[src/rtl/i4dq_pkg.sv]
package i4dq_pkg;

    localparam int NIBBLE_W  = 4;
    localparam int LANE_W    = 3;
    localparam int WORD_W    = 32;
    localparam int DIFF_W    = 5;
    localparam int PROD_W    = 28;
    localparam int LEAD_W    = 5;
    localparam int CFG_IDX_W = 2;

    localparam logic [CFG_IDX_W-1:0] CFG_FORMAT_MODE = 2'd0;
    localparam logic [CFG_IDX_W-1:0] CFG_ZERO_BIAS   = 2'd1;

    localparam logic FMT_AWQ  = 1'b0;
    localparam logic FMT_GPTQ = 1'b1;

    localparam logic [3:0]  NIBBLE_MASK = 4'hF;
    localparam logic [7:0]  EXP_ALL_ONES = 8'hFF;
    localparam logic [15:0] BF16_QNAN    = 16'h7FC0;
    localparam logic [15:0] BF16_QBIT    = 16'h0040;
    localparam logic [14:0] BF16_INF_MAG = 15'h7F80;

    typedef logic [LANE_W-1:0] t_lane;

    typedef struct packed {
        logic signed [DIFF_W-1:0] diff;
        logic [WORD_W-1:0]        scale;
    } t_item;

    typedef struct packed {
        logic       full;
        logic       empty;
        logic [1:0] level;
    } t_qstat;

    function automatic t_lane awq_pos(input t_lane lane);
        t_lane pos;
        case (lane)
            3'd0: pos = 3'd0;
            3'd1: pos = 3'd4;
            3'd2: pos = 3'd1;
            3'd3: pos = 3'd5;
            3'd4: pos = 3'd2;
            3'd5: pos = 3'd6;
            3'd6: pos = 3'd3;
            3'd7: pos = 3'd7;
            default: pos = 3'd0;
        endcase
        return pos;
    endfunction

    function automatic logic [NIBBLE_W-1:0] pick_nibble(input logic [WORD_W-1:0] word,
                                                        input t_lane pos);
        return NIBBLE_W'((word >> {pos, 2'b00}) & {{(WORD_W-NIBBLE_W){1'b0}}, NIBBLE_MASK});
    endfunction

endpackage

[src/rtl/i4dq_front.sv]
module i4dq_front
    import i4dq_pkg::*;
(
    input  logic                 i_clk,
    input  logic                 i_rst_n,
    input  logic                 i_cfg_valid,
    input  logic [CFG_IDX_W-1:0] i_cfg_index,
    input  logic                 i_cfg_data,
    input  logic [WORD_W-1:0]    i_weight_word,
    input  logic [WORD_W-1:0]    i_zero_word,
    input  logic [WORD_W-1:0]    i_scale_bits,
    input  logic [LANE_W-1:0]    i_column_lane,
    input  logic [LANE_W-1:0]    i_row_lane,
    output t_item                o_item
);

    logic r_format_mode;
    logic r_zero_bias;

    logic [NIBBLE_W-1:0] w_nib;
    logic [NIBBLE_W-1:0] z_nib;
    logic [DIFF_W-1:0]   z_eff;

    always_ff @(posedge i_clk) begin
        if (!i_rst_n) begin
            r_format_mode <= FMT_AWQ;
            r_zero_bias   <= 1'b0;
        end else if (i_cfg_valid) begin
            case (i_cfg_index)
                CFG_FORMAT_MODE: r_format_mode <= i_cfg_data;
                CFG_ZERO_BIAS:   r_zero_bias   <= i_cfg_data;
                default: ;
            endcase
        end
    end

    always_comb begin
        if (r_format_mode == FMT_AWQ) begin
            w_nib = pick_nibble(i_weight_word, awq_pos(i_column_lane));
            z_nib = pick_nibble(i_zero_word, awq_pos(i_column_lane));
            z_eff = {1'b0, z_nib};
        end else begin
            w_nib = pick_nibble(i_weight_word, i_row_lane);
            z_nib = pick_nibble(i_zero_word, i_column_lane);
            z_eff = {1'b0, z_nib} + {{(DIFF_W-1){1'b0}}, r_zero_bias};
        end
        o_item.diff  = $signed({1'b0, w_nib} - z_eff);
        o_item.scale = i_scale_bits;
    end

endmodule

[src/rtl/i4dq_queue.sv]
module i4dq_queue
    import i4dq_pkg::*;
(
    input  logic   i_clk,
    input  logic   i_rst_n,
    input  logic   i_push,
    input  t_item  i_item,
    input  logic   i_pop,
    output t_item  o_item,
    output t_qstat o_stat
);

    t_item      r_mem [2];
    logic       r_wp;
    logic       r_rp;
    logic [1:0] r_level;
    logic       do_push;
    logic       do_pop;

    assign do_push = i_push && (r_level != 2'd2);
    assign do_pop  = i_pop && (r_level != 2'd0);

    always_ff @(posedge i_clk) begin
        if (do_push) begin
            r_mem[r_wp] <= i_item;
        end
    end

    always_ff @(posedge i_clk) begin
        if (!i_rst_n) begin
            r_wp    <= 1'b0;
            r_rp    <= 1'b0;
            r_level <= 2'd0;
        end else begin
            if (do_push) begin
                r_wp <= ~r_wp;
            end
            if (do_pop) begin
                r_rp <= ~r_rp;
            end
            r_level <= r_level + {1'b0, do_push} - {1'b0, do_pop};
        end
    end

    assign o_item       = r_mem[r_rp];
    assign o_stat.full  = (r_level == 2'd2);
    assign o_stat.empty = (r_level == 2'd0);
    assign o_stat.level = r_level;

endmodule

[src/rtl/i4dq_back.sv]
module i4dq_back
    import i4dq_pkg::*;
(
    input  logic        i_clk,
    input  logic        i_rst_n,
    input  logic        i_avail,
    input  t_item       i_item,
    output logic        o_pop,
    output logic        o_valid,
    input  logic        i_stall,
    output logic [15:0] o_bf16
);

    logic              r_v1;
    logic              r_sign;
    logic              r_special;
    logic [15:0]       r_spec_val;
    logic [PROD_W-1:0] r_prod;
    logic [7:0]        r_exp;
    logic              r_ov;
    logic [15:0]       r_out;

    logic              en1;
    logic              en2;
    logic              s_sign;
    logic [DIFF_W-1:0] s_mag;
    logic [7:0]        s_e;
    logic [22:0]       s_f;
    logic [23:0]       s_m;
    logic              s_special;
    logic [15:0]       s_spec_val;

    logic [LEAD_W-1:0] lead;
    logic signed [9:0] xexp;
    logic [2:0]        sh;
    logic [23:0]       keep;
    logic              guard;
    logic              sticky;
    logic              up;
    logic [30:0]       fmag;
    logic [31:0]       sub_bits;
    logic [30:0]       rmag;

    assign en2   = !r_ov || !i_stall;
    assign en1   = !r_v1 || en2;
    assign o_pop = i_avail && en1;

    always_comb begin
        s_e        = i_item.scale[30:23];
        s_f        = i_item.scale[22:0];
        s_sign     = i_item.diff[DIFF_W-1] ^ i_item.scale[31];
        s_mag      = i_item.diff[DIFF_W-1] ? (~i_item.diff + 1'b1) : i_item.diff;
        s_m        = {(s_e != 8'd0), s_f};
        s_special  = 1'b1;
        s_spec_val = {s_sign, 15'd0};
        if (s_e == EXP_ALL_ONES && s_f != 23'd0) begin
            s_spec_val = i_item.scale[31:16] | BF16_QBIT;
        end else if (s_e == EXP_ALL_ONES && s_mag == '0) begin
            s_spec_val = BF16_QNAN;
        end else if (s_e == EXP_ALL_ONES) begin
            s_spec_val = {s_sign, BF16_INF_MAG};
        end else if (s_mag == '0 || s_m == 24'd0) begin
            s_spec_val = {s_sign, 15'd0};
        end else begin
            s_special = 1'b0;
        end
    end

    always_ff @(posedge i_clk) begin
        if (en1) begin
            r_sign     <= s_sign;
            r_special  <= s_special;
            r_spec_val <= s_spec_val;
            r_prod     <= {{(PROD_W-DIFF_W){1'b0}}, s_mag} * {{(PROD_W-24){1'b0}}, s_m};
            r_exp      <= (s_e == 8'd0) ? 8'd1 : s_e;
        end
    end

    always_comb begin
        lead = '0;
        for (int k = 0; k < PROD_W; k++) begin
            if (r_prod[k]) begin
                lead = LEAD_W'(k);
            end
        end
        xexp     = $signed({2'b00, r_exp}) + $signed({5'b00000, lead}) - 10'sd23;
        sh       = (lead > 5'd23) ? 3'(lead - 5'd23) : 3'd0;
        guard    = 1'b0;
        sticky   = 1'b0;
        if (lead > 5'd23) begin
            keep  = 24'(r_prod >> sh);
            guard = r_prod[sh - 3'd1];
            for (int k = 0; k < 3; k++) begin
                if (k < int'(sh) - 1 && r_prod[k]) begin
                    sticky = 1'b1;
                end
            end
        end else begin
            keep = 24'(r_prod << (5'd23 - lead));
        end
        up       = guard && (sticky || keep[0]);
        sub_bits = 32'({4'd0, r_prod} << (r_exp - 8'd1));
        if (xexp >= 10'sd255) begin
            fmag = {8'hFF, 23'd0};
        end else if (xexp >= 10'sd1) begin
            fmag = {xexp[7:0], keep[22:0]} + {30'd0, up};
        end else begin
            fmag = sub_bits[30:0];
        end
        rmag = fmag + 31'h7FFF + {30'd0, fmag[16]};
    end

    always_ff @(posedge i_clk) begin
        if (en2 && r_v1) begin
            r_out <= r_special ? r_spec_val : {r_sign, rmag[30:16]};
        end
    end

    always_ff @(posedge i_clk) begin
        if (!i_rst_n) begin
            r_v1 <= 1'b0;
            r_ov <= 1'b0;
        end else begin
            if (en1) begin
                r_v1 <= i_avail;
            end
            if (en2) begin
                r_ov <= r_v1;
            end
        end
    end

    assign o_valid = r_ov;
    assign o_bf16  = r_out;

endmodule

[src/rtl/int4_weight_dequant_bf16_unit.sv]
// int4 weight dequantizer: one packed 4-bit weight to one bf16 value.
// Input channel: i_in_valid / o_in_stall with weight word, zero word,
// fp32 scale and column/row lanes. A transaction is taken on a clock edge
// with valid high and stall low.
// Output channel: o_out_valid / i_out_stall with o_bf16_value.
// Config channel: i_cfg_valid / o_cfg_ready (always ready); index 0 is the
// format mode (AWQ or GPTQ), index 1 the GPTQ zero bias. Other indexes drop.
// Each input taken is written into the queue, then goes through the multiply
// stage, then the round stage into the output register.
// Throughput: one transaction per cycle while the output is not stalled, set by
// the multiply and round pipeline behind a 2-entry queue.
// Stall: o_in_stall rises only when the queue is full; with the output
// stalled the pipeline holds and the queue fills, then input stalls.
// Reset (i_rst_n low, synchronous): queue and pipeline empty, both config
// registers cleared to 0.
module int4_weight_dequant_bf16_unit
    import i4dq_pkg::*;
(
    input  logic                 i_clk,
    input  logic                 i_rst_n,
    input  logic                 i_cfg_valid,
    output logic                 o_cfg_ready,
    input  logic [CFG_IDX_W-1:0] i_cfg_index,
    input  logic                 i_cfg_data,
    input  logic                 i_in_valid,
    output logic                 o_in_stall,
    input  logic [WORD_W-1:0]    i_weight_word,
    input  logic [WORD_W-1:0]    i_zero_word,
    input  logic [WORD_W-1:0]    i_scale_bits,
    input  logic [LANE_W-1:0]    i_column_lane,
    input  logic [LANE_W-1:0]    i_row_lane,
    output logic                 o_out_valid,
    input  logic                 i_out_stall,
    output logic [15:0]          o_bf16_value
);

    t_item  front_item;
    t_item  head_item;
    t_qstat qstat;
    logic   pop;
    logic   push;

    assign o_cfg_ready = 1'b1;
    assign o_in_stall  = qstat.full;
    assign push        = i_in_valid && !qstat.full;

    i4dq_front u_front (
        .i_clk         (i_clk),
        .i_rst_n       (i_rst_n),
        .i_cfg_valid   (i_cfg_valid),
        .i_cfg_index   (i_cfg_index),
        .i_cfg_data    (i_cfg_data),
        .i_weight_word (i_weight_word),
        .i_zero_word   (i_zero_word),
        .i_scale_bits  (i_scale_bits),
        .i_column_lane (i_column_lane),
        .i_row_lane    (i_row_lane),
        .o_item        (front_item)
    );

    i4dq_queue u_queue (
        .i_clk   (i_clk),
        .i_rst_n (i_rst_n),
        .i_push  (push),
        .i_item  (front_item),
        .i_pop   (pop),
        .o_item  (head_item),
        .o_stat  (qstat)
    );

    i4dq_back u_back (
        .i_clk   (i_clk),
        .i_rst_n (i_rst_n),
        .i_avail (!qstat.empty),
        .i_item  (head_item),
        .o_pop   (pop),
        .o_valid (o_out_valid),
        .i_stall (i_out_stall),
        .o_bf16  (o_bf16_value)
    );

    a_queue_flags: assert property (@(posedge i_clk) disable iff (!i_rst_n)
        !(qstat.full && qstat.empty))
        else $error("queue full and empty at once");

    a_queue_level: assert property (@(posedge i_clk) disable iff (!i_rst_n)
        qstat.level != 2'd3)
        else $error("queue level out of range");

    a_queue_push: assert property (@(posedge i_clk) disable iff (!i_rst_n)
        (push && !pop && qstat.empty) |=> (qstat.level == 2'd1))
        else $error("queue lost a transaction");

endmodule

[config.mk]
export PLATFORM = sky130hd
export DESIGN_NAME = int4_weight_dequant_bf16_unit
export DESIGN_NICKNAME = d
export VERILOG_FILES = /design/src/rtl/i4dq_pkg.sv /design/src/rtl/i4dq_front.sv /design/src/rtl/i4dq_queue.sv /design/src/rtl/i4dq_back.sv /design/src/rtl/int4_weight_dequant_bf16_unit.sv
export SDC_FILE = /design/constraint.sdc
export NUM_CORES = 1
export LEC_CHECK = 0
export BUFFER_PORTS_ARGS = -buffer_cell sky130_fd_sc_hd__buf_4
export CELL_PAD_IN_SITES_DETAIL_PLACEMENT = 0
export CELL_PAD_IN_SITES_GLOBAL_PLACEMENT = 1
export CORE_UTILIZATION = 52
export CTS_CLUSTER_DIAMETER = 100
export DETAILED_ROUTE_END_ITERATION = 7
export PLACE_DENSITY = 0.95
export SYNTH_ARGS = -nofsm -noshare
export SYNTH_HDL_FRONTEND = slang
export SYNTH_SLANG_ARGS = --single-unit
[constraint.sdc]
create_clock -name i_clk -period 12.4 [get_ports i_clk]
set_input_delay 0.62 -clock i_clk [delete_from_list [all_inputs] [get_ports i_clk]]
set_output_delay 0.62 -clock i_clk [all_outputs]
set_load 0.02 [all_outputs]
# After elaboration in Yosys (flattened, before gate mapping)
# Memory sizes are Yosys's and may differ from the RTL's. A register that Yosys moved wholly into a read port is not among the register bits.
# Index checks and enable logic that the tools add are counted.
# word_totals
reg_bits	78
ram_bits	74
romBits	48
inputBits	110
mem_count	3
# mem_list
memory	words	word_bits	read_ports	rd_clocked_by_memory_dff	wr	line	source
u_queue.r_mem	2	37	1	1	1	i4dq_queue.sv:13	t_item r_mem [2];
(name not given)	8	3	1	0	0	i4dq_pkg.sv:38	case (lane)
(name not given)	8	3	1	0	0	i4dq_pkg.sv:38	
# op_classes
n_reduce_logical	32
shifts	7
bitwise	4
eq_ne	4
multipliers	1
add_sub_neg	15
n_mux	52
magnitude_cmp	7
# ops
op	n
$shr 32x5->4	4
$mux 5	14
$add 31x1->31	2
$mux 31	2
$mux 16	3
$mux 4	9
$lt 1x32->1 const A	1
$lt 2x32->1 const A	1
$lt 3x32->1 const A	1
$add 31x15->31 const B	1
$shl 28x8->31	1
$mul 5x24->28	1
$shl 28x5->23	1
$shr 28x3->23	1
$logic_not 24->1	1
$mux 23	1
$reduce_bool 23->1	1
$mux 3	7
$mux 15	1
$mux 1	12
$logic_and 1x1->1	11
$ge 10x2->1 const B	1
$ge 10x9->1 const B	1
$sub 10x6->10 const B	1
other kinds (32)	43

# Logic depth before layout (Yosys ltp)
# depth
word_depth	44
mapped_depth	32

# Modules after synthesis
# Synthesis repeated with hierarchy kept, for this count alone.
# hier_totals
hier_cells	1998
area_unflattened_um2	17996.0
# by_module_without_submodules
mod	area_per_inst_um2	cells_per_inst	instances
i4dq_back	13354.1	1678	1
i4dq_queue	3056.7	142	1
i4dq_front	1556.5	174	1
int4_weight_dequant_bf16_unit	28.8	4	1

# Worst setup path after synthesis
# OpenSTA, ideal clock, no wires.
# synth_timing
kind	register -> register
startpoint	register with a tool-made name
endpoint	register u_back.r_prod[26], data pin
n_path_buf	3
required_ns	12.142
path_stages_with_launch	30
period_less_slack_ns	7.112
arrival_ns	6.855
slack_ns	5.288
path_cell_list	dfxtp_1 -> buf_1 -> mux2i_1 -> clkbuf_1 -> ha_1 -> nor2_1 -> xnor2_1 -> clkbuf_1 -> nand2_1 -> fa_1 -> fa_1 -> fa_1 -> inv_1 -> ha_1 -> a21o_1 -> a21oi_1 -> o21bai_1 -> a21oi_1 -> o21bai_1 -> a21oi_1 -> o21bai_1 -> a21oi_1 -> o21ai_0 -> nand4_1 -> and3_1 -> o31ai_1 -> o41ai_1 -> o21bai_1 -> a21oi_1 -> xnor2_1
# synth_rtl
item	line	source
to (signal assigned)	i4dq_back.sv:74	r_prod <= {{(PROD_W-DIFF_W){1'b0}}, s_mag} * {{(PROD_W-24){1'b0}}, s_m};
to (decl)	i4dq_back.sv:18	logic [PROD_W-1:0] r_prod;

# Worst setup path in the final report
# layout_timing
startpoint	register u_back.r_prod[16]
endpoint	register u_back.r_out[11], in the netlist u_back.o_bf16[11], data pin
# layout_via
elab_chain_len	29
word_cells_on_any_way	47
# layout_lines
item	line	source
$mux 5 (12 in series)	i4dq_back.sv:82	if (r_prod[k]) begin
$gt 5x5->1 / $sub 3x3->3 (equally long branches)	i4dq_back.sv:87, i4dq_back.sv:90	
$mux 3	i4dq_back.sv:87	sh = (lead > 5'd23) ? 3'(lead - 5'd23) : 3'd0;
$sub 3x1->4	i4dq_back.sv:94	if (k < int'(sh) - 1 && r_prod[k]) begin
$lt 1x32->1	i4dq_back.sv:94	
$logic_and 1x1->1	i4dq_back.sv:94	
$mux 1 (3 in series)	i4dq_back.sv:94	
$mux 1	i4dq_back.sv:90	if (lead > 5'd23) begin
$logic_or 1x1->1	i4dq_back.sv:101	up = guard && (sticky || keep[0]);
$logic_and 1x1->1	i4dq_back.sv:101	
$add 31x1->31	i4dq_back.sv:106	fmag = {xexp[7:0], keep[22:0]} + {30'd0, up};
$mux 31	i4dq_back.sv:105	end else if (xexp >= 10'sd1) begin
$mux 31 *	i4dq_back.sv:103	if (xexp >= 10'sd255) begin
$add 31x15->31	i4dq_back.sv:110	rmag = fmag + 31'h7FFF + {30'd0, fmag[16]};
$add 31x1->31 *	i4dq_back.sv:110	
$mux 16 *	i4dq_back.sv:115	r_out <= r_special ? r_spec_val : {r_sign, rmag[30:16]};
to (signal assigned)	i4dq_back.sv:115	
to (decl)	i4dq_back.sv:21	logic [15:0] r_out;
# Every way passes the cells marked *; elsewhere a longest branch is shown, timed or not. The select of a mux whose other input is x is not followed.
# A chain may end at the register's enable or synchronous reset.

==> flow_metrics.env <==
export IMPL_rows=65
export IMPL_h_tree_depth=4
export IMPL_cts_tree="done"
export IMPL_synth_flop_cell="edfxtp_1"
export IMPL_cp_arrival_ns=8.53
export IMPL_postSynthAreaPerCell_um2=9.020
export IMPL_cp_max_fo=24
export IMPL_reg2reg_from="u_back.r_prod[16]"
export IMPL_hp_start="i_scale_bits[11]"
export IMPL_final_hold_violation_count=0
export IMPL_core_mm2=0.03180
export IMPL_synth_seq_area_share_pct=26.53
export IMPL_grt_remaining_overflow=0
export IMPL_fin_crit_sh_pct=66.75
export IMPL_synthesis_area_mm2=0.01698
export IMPL_grtUsageTotal_pct=32.62
export IMPL_synthToLayoutAreaGrowth_pct=10.47
export IMPL_cp_slowest_stage_delay_ns=0.61
export IMPL_ioPinCount=129
export IMPL_final_cell_mix="222 x nand2_1, 182 x nor2_1, 153 x buf_4"
export IMPL_use_met3_pct=4.530
export IMPL_grt_pass1_vias=14872
export IMPL_final_max_slew_violation_count=0
export IMPL_status="finished clean"
export IMPL_syn_nets=2119
export IMPL_diodes=0
export IMPL_hold_buffers=0
export IMPL_fillCellCount=2724
export IMPL_layout_commonest_cell="nand2_1"
export IMPL_wire_per_inst_um=22.33
export IMPL_drc=0
export IMPL_max_freq_mhz=120.8
export IMPL_grt_use_met1_pct=42.47
export IMPL_max_slew_margin_pct=22.22
export IMPL_cp_start_kind="register"
export IMPL_drive_above_1_share_pct=16.55
export IMPL_ys_seq_elements=153
export IMPL_crit_start="u_back.r_prod[16]"
export IMPL_finalClockSkew_ns=0.01334
export IMPL_synth_cells=1882
export IMPL_insertion_delay_ns=0.43
export IMPL_dpl_cell_count=2349
export IMPL_setup_violations=0
export IMPL_tightest_slew_ns=1.167
export IMPL_dr_pass1_iters=7
export IMPL_post_cts_buffers=0
export IMPL_clk_pin_slew_ns=0.07
export IMPL_synth_edf_count=144
export IMPL_grt_max_degree=56
export IMPL_grt_use_met2_pct=54.50
export IMPL_worst_endpoint_required_ns=12.65
export IMPL_vias_per_cell=6.354
export IMPL_worst_setup_path_type="reg -> reg"
export IMPL_drt_iter0_markers=1642
export IMPL_cpMaxStageDelayCell="edfxtp_1"
export IMPL_io_buffer_count=127
export IMPL_yosysUniqueCellTypes=106
export IMPL_die_area_mm2=0.03337
export IMPL_drtAntennaViolNets=0
export IMPL_drv_cap=0
export IMPL_dpl_instance_area_mm2=0.01816
export IMPL_initial_utilization_pct=53.38
export IMPL_async_flop_share_pct=0
export IMPL_finalNonFillerCells=2381
export IMPL_dp_hpwl_um=41320
export IMPL_antenna_found_initial=0
export IMPL_ctsRootBufferMaster="clkbuf_16"
export IMPL_die_y_um=182.7
export IMPL_clock_sinks=153
export IMPL_finalCriticalPeriod_ns=8.277
export IMPL_busiest_layer="met2"
export IMPL_cts_resized=0
export IMPL_die_w_um=182.7
export IMPL_grt_pass1_wl_um=84060
export IMPL_rsz0062_at_grt="no"
export IMPL_wl_um=53170
export IMPL_cts_buffers=17
export IMPL_cts_buffer_depth=2
export IMPL_hp_class="in -> reg"
export IMPL_cp_end_kind="register"
export IMPL_crit_chain="nor4_1 > o211ai_1 > and2_1 > inv_2 > ha_1 > buf_4 > inv_1 > nor3_1 > nand3_2 > inv_2 > mux2i_1 > a211o_1 > a211oi_4 > ha_1 > nand3b_2 > nor4_4 > and3_1 > a311oi_1 > a211o_1 > nor4_2 > a31oi_1 > o31ai_1"
export IMPL_tns_ns=0
export IMPL_vias=15130
export IMPL_place_congestion=0.9854
export IMPL_finalInstanceArea_mm2=0.01875
export IMPL_yosysWarningCount=0
export IMPL_final_nets=2170
## layout make-up
| type | instances | area (um^2) | share of cell area (%) |
|---|---|---|---|
| Sequential cell | 153 | 4506 | 24.03 |
| Multi-Input combinational cell | 1508 | 11590 | 61.78 |
| Inverter | 100 | 380.4 | 2.028 |
| Clock inverter | 12 | 141.4 | 0.7539 |
| Tap cell | 435 | 544.3 | 2.902 |
| Timing Repair Buffer | 153 | 1149 | 6.125 |
| Clock buffer | 20 | 446.7 | 2.382 |
## final timing paths
kind	to	slack, ns	cells past startpoint
worst max-delay path	u_back.o_bf16[11]	4.12	22
worst min-delay path	u_queue.r_mem[1][11]	0.37	1
worst max register to register	u_back.o_bf16[11]	4.12	22
worst min register to register	u_back.o_bf16[4]	0.54	2
## cells in the mapped netlist (29+ instances only)
cell type | n | area (um^2)
ha_1 | 60 | 750.7
nor2_1 | 184 | 690.7
nand3_1 | 45 | 225.2
xnor2_1 | 40 | 350.3
inv_1 | 93 | 349.1
nand2_1 | 222 | 833.3
o21ai_0 | 62 | 310.3
fa_1 | 67 | 1341
mux4_2 | 37 | 833.3
mux2_2 | 41 | 461.7
edfxtp_1 | 144 | 4324
and2_1 | 29 | 181.4
nor3_1 | 49 | 245.2
clkbuf_1 | 82 | 307.8
a21oi_1 | 100 | 500.5
mux2i_1 | 126 | 1261
## critical path, delay by kind of cell (launching register included)
kind / cells / cell delay, ns
AO/OA/AOI/OAI: 7 / 1.90
adder cells (fa/ha/maj): 2 / 0.42
buffers and inverters: 4 / 1.48
flip-flops: 1 / 0.61
multiplexers: 1 / 0.18
AND/OR/NAND/NOR: 8 / 3.45
## cell families (layout without fill, tap and decap cells)
group | Yosys count | in the layout | share of synthesized area (%)
buf+inv | 221 | 285 | 5.454
compound gates | 407 | 407 | 16.55
mux | 204 | 204 | 15.06
fa+ha+maj | 127 | 127 | 12.32
flops | 153 | 153 | 26.53
simple gates | 704 | 704 | 20.39
other cells | 1 | 1 | 0.02209
xor+xnor | 65 | 65 | 3.663
## per-stage QoR
step,hold WS [ns],setup WS (ns),util (%)
finish,0.3664,4.123,58.97
global route,0.3585,3.394,58.97
CTS,0.3532,4.311,58.97
detailed placement,0.5247,4.330,57.12
global placement,0.5213,4.541,57.12
floorplan,0.4925,5.288,-
## flip-flops by register name (all words and copies together), names as in the netlist, named ones only
signal and flops:
u_back.r_spec_val 16, u_back.r_special 1, u_queue.r_mem 74, u_back.o_valid 1
u_front.r_zero_bias 1, u_back.r_sign 1, u_back.r_v1 1, u_front.r_format_mode 1
u_back.r_prod 28, u_queue.r_rp 1, u_back.o_bf16 16, u_back.r_exp 8
u_queue.r_wp 1, u_queue.r_level 2
## per-layer routing
layer / vias up / share of wire, %
met4: 0 / 4.0
li1: 7048 / -
met3: 112 / 7.1
met2: 697 / 48
met5: - / 0
met1: 7273 / 41
Power is not shown: default switching activity piles up to over one toggle a cycle in this logic, so the estimate is an artifact.
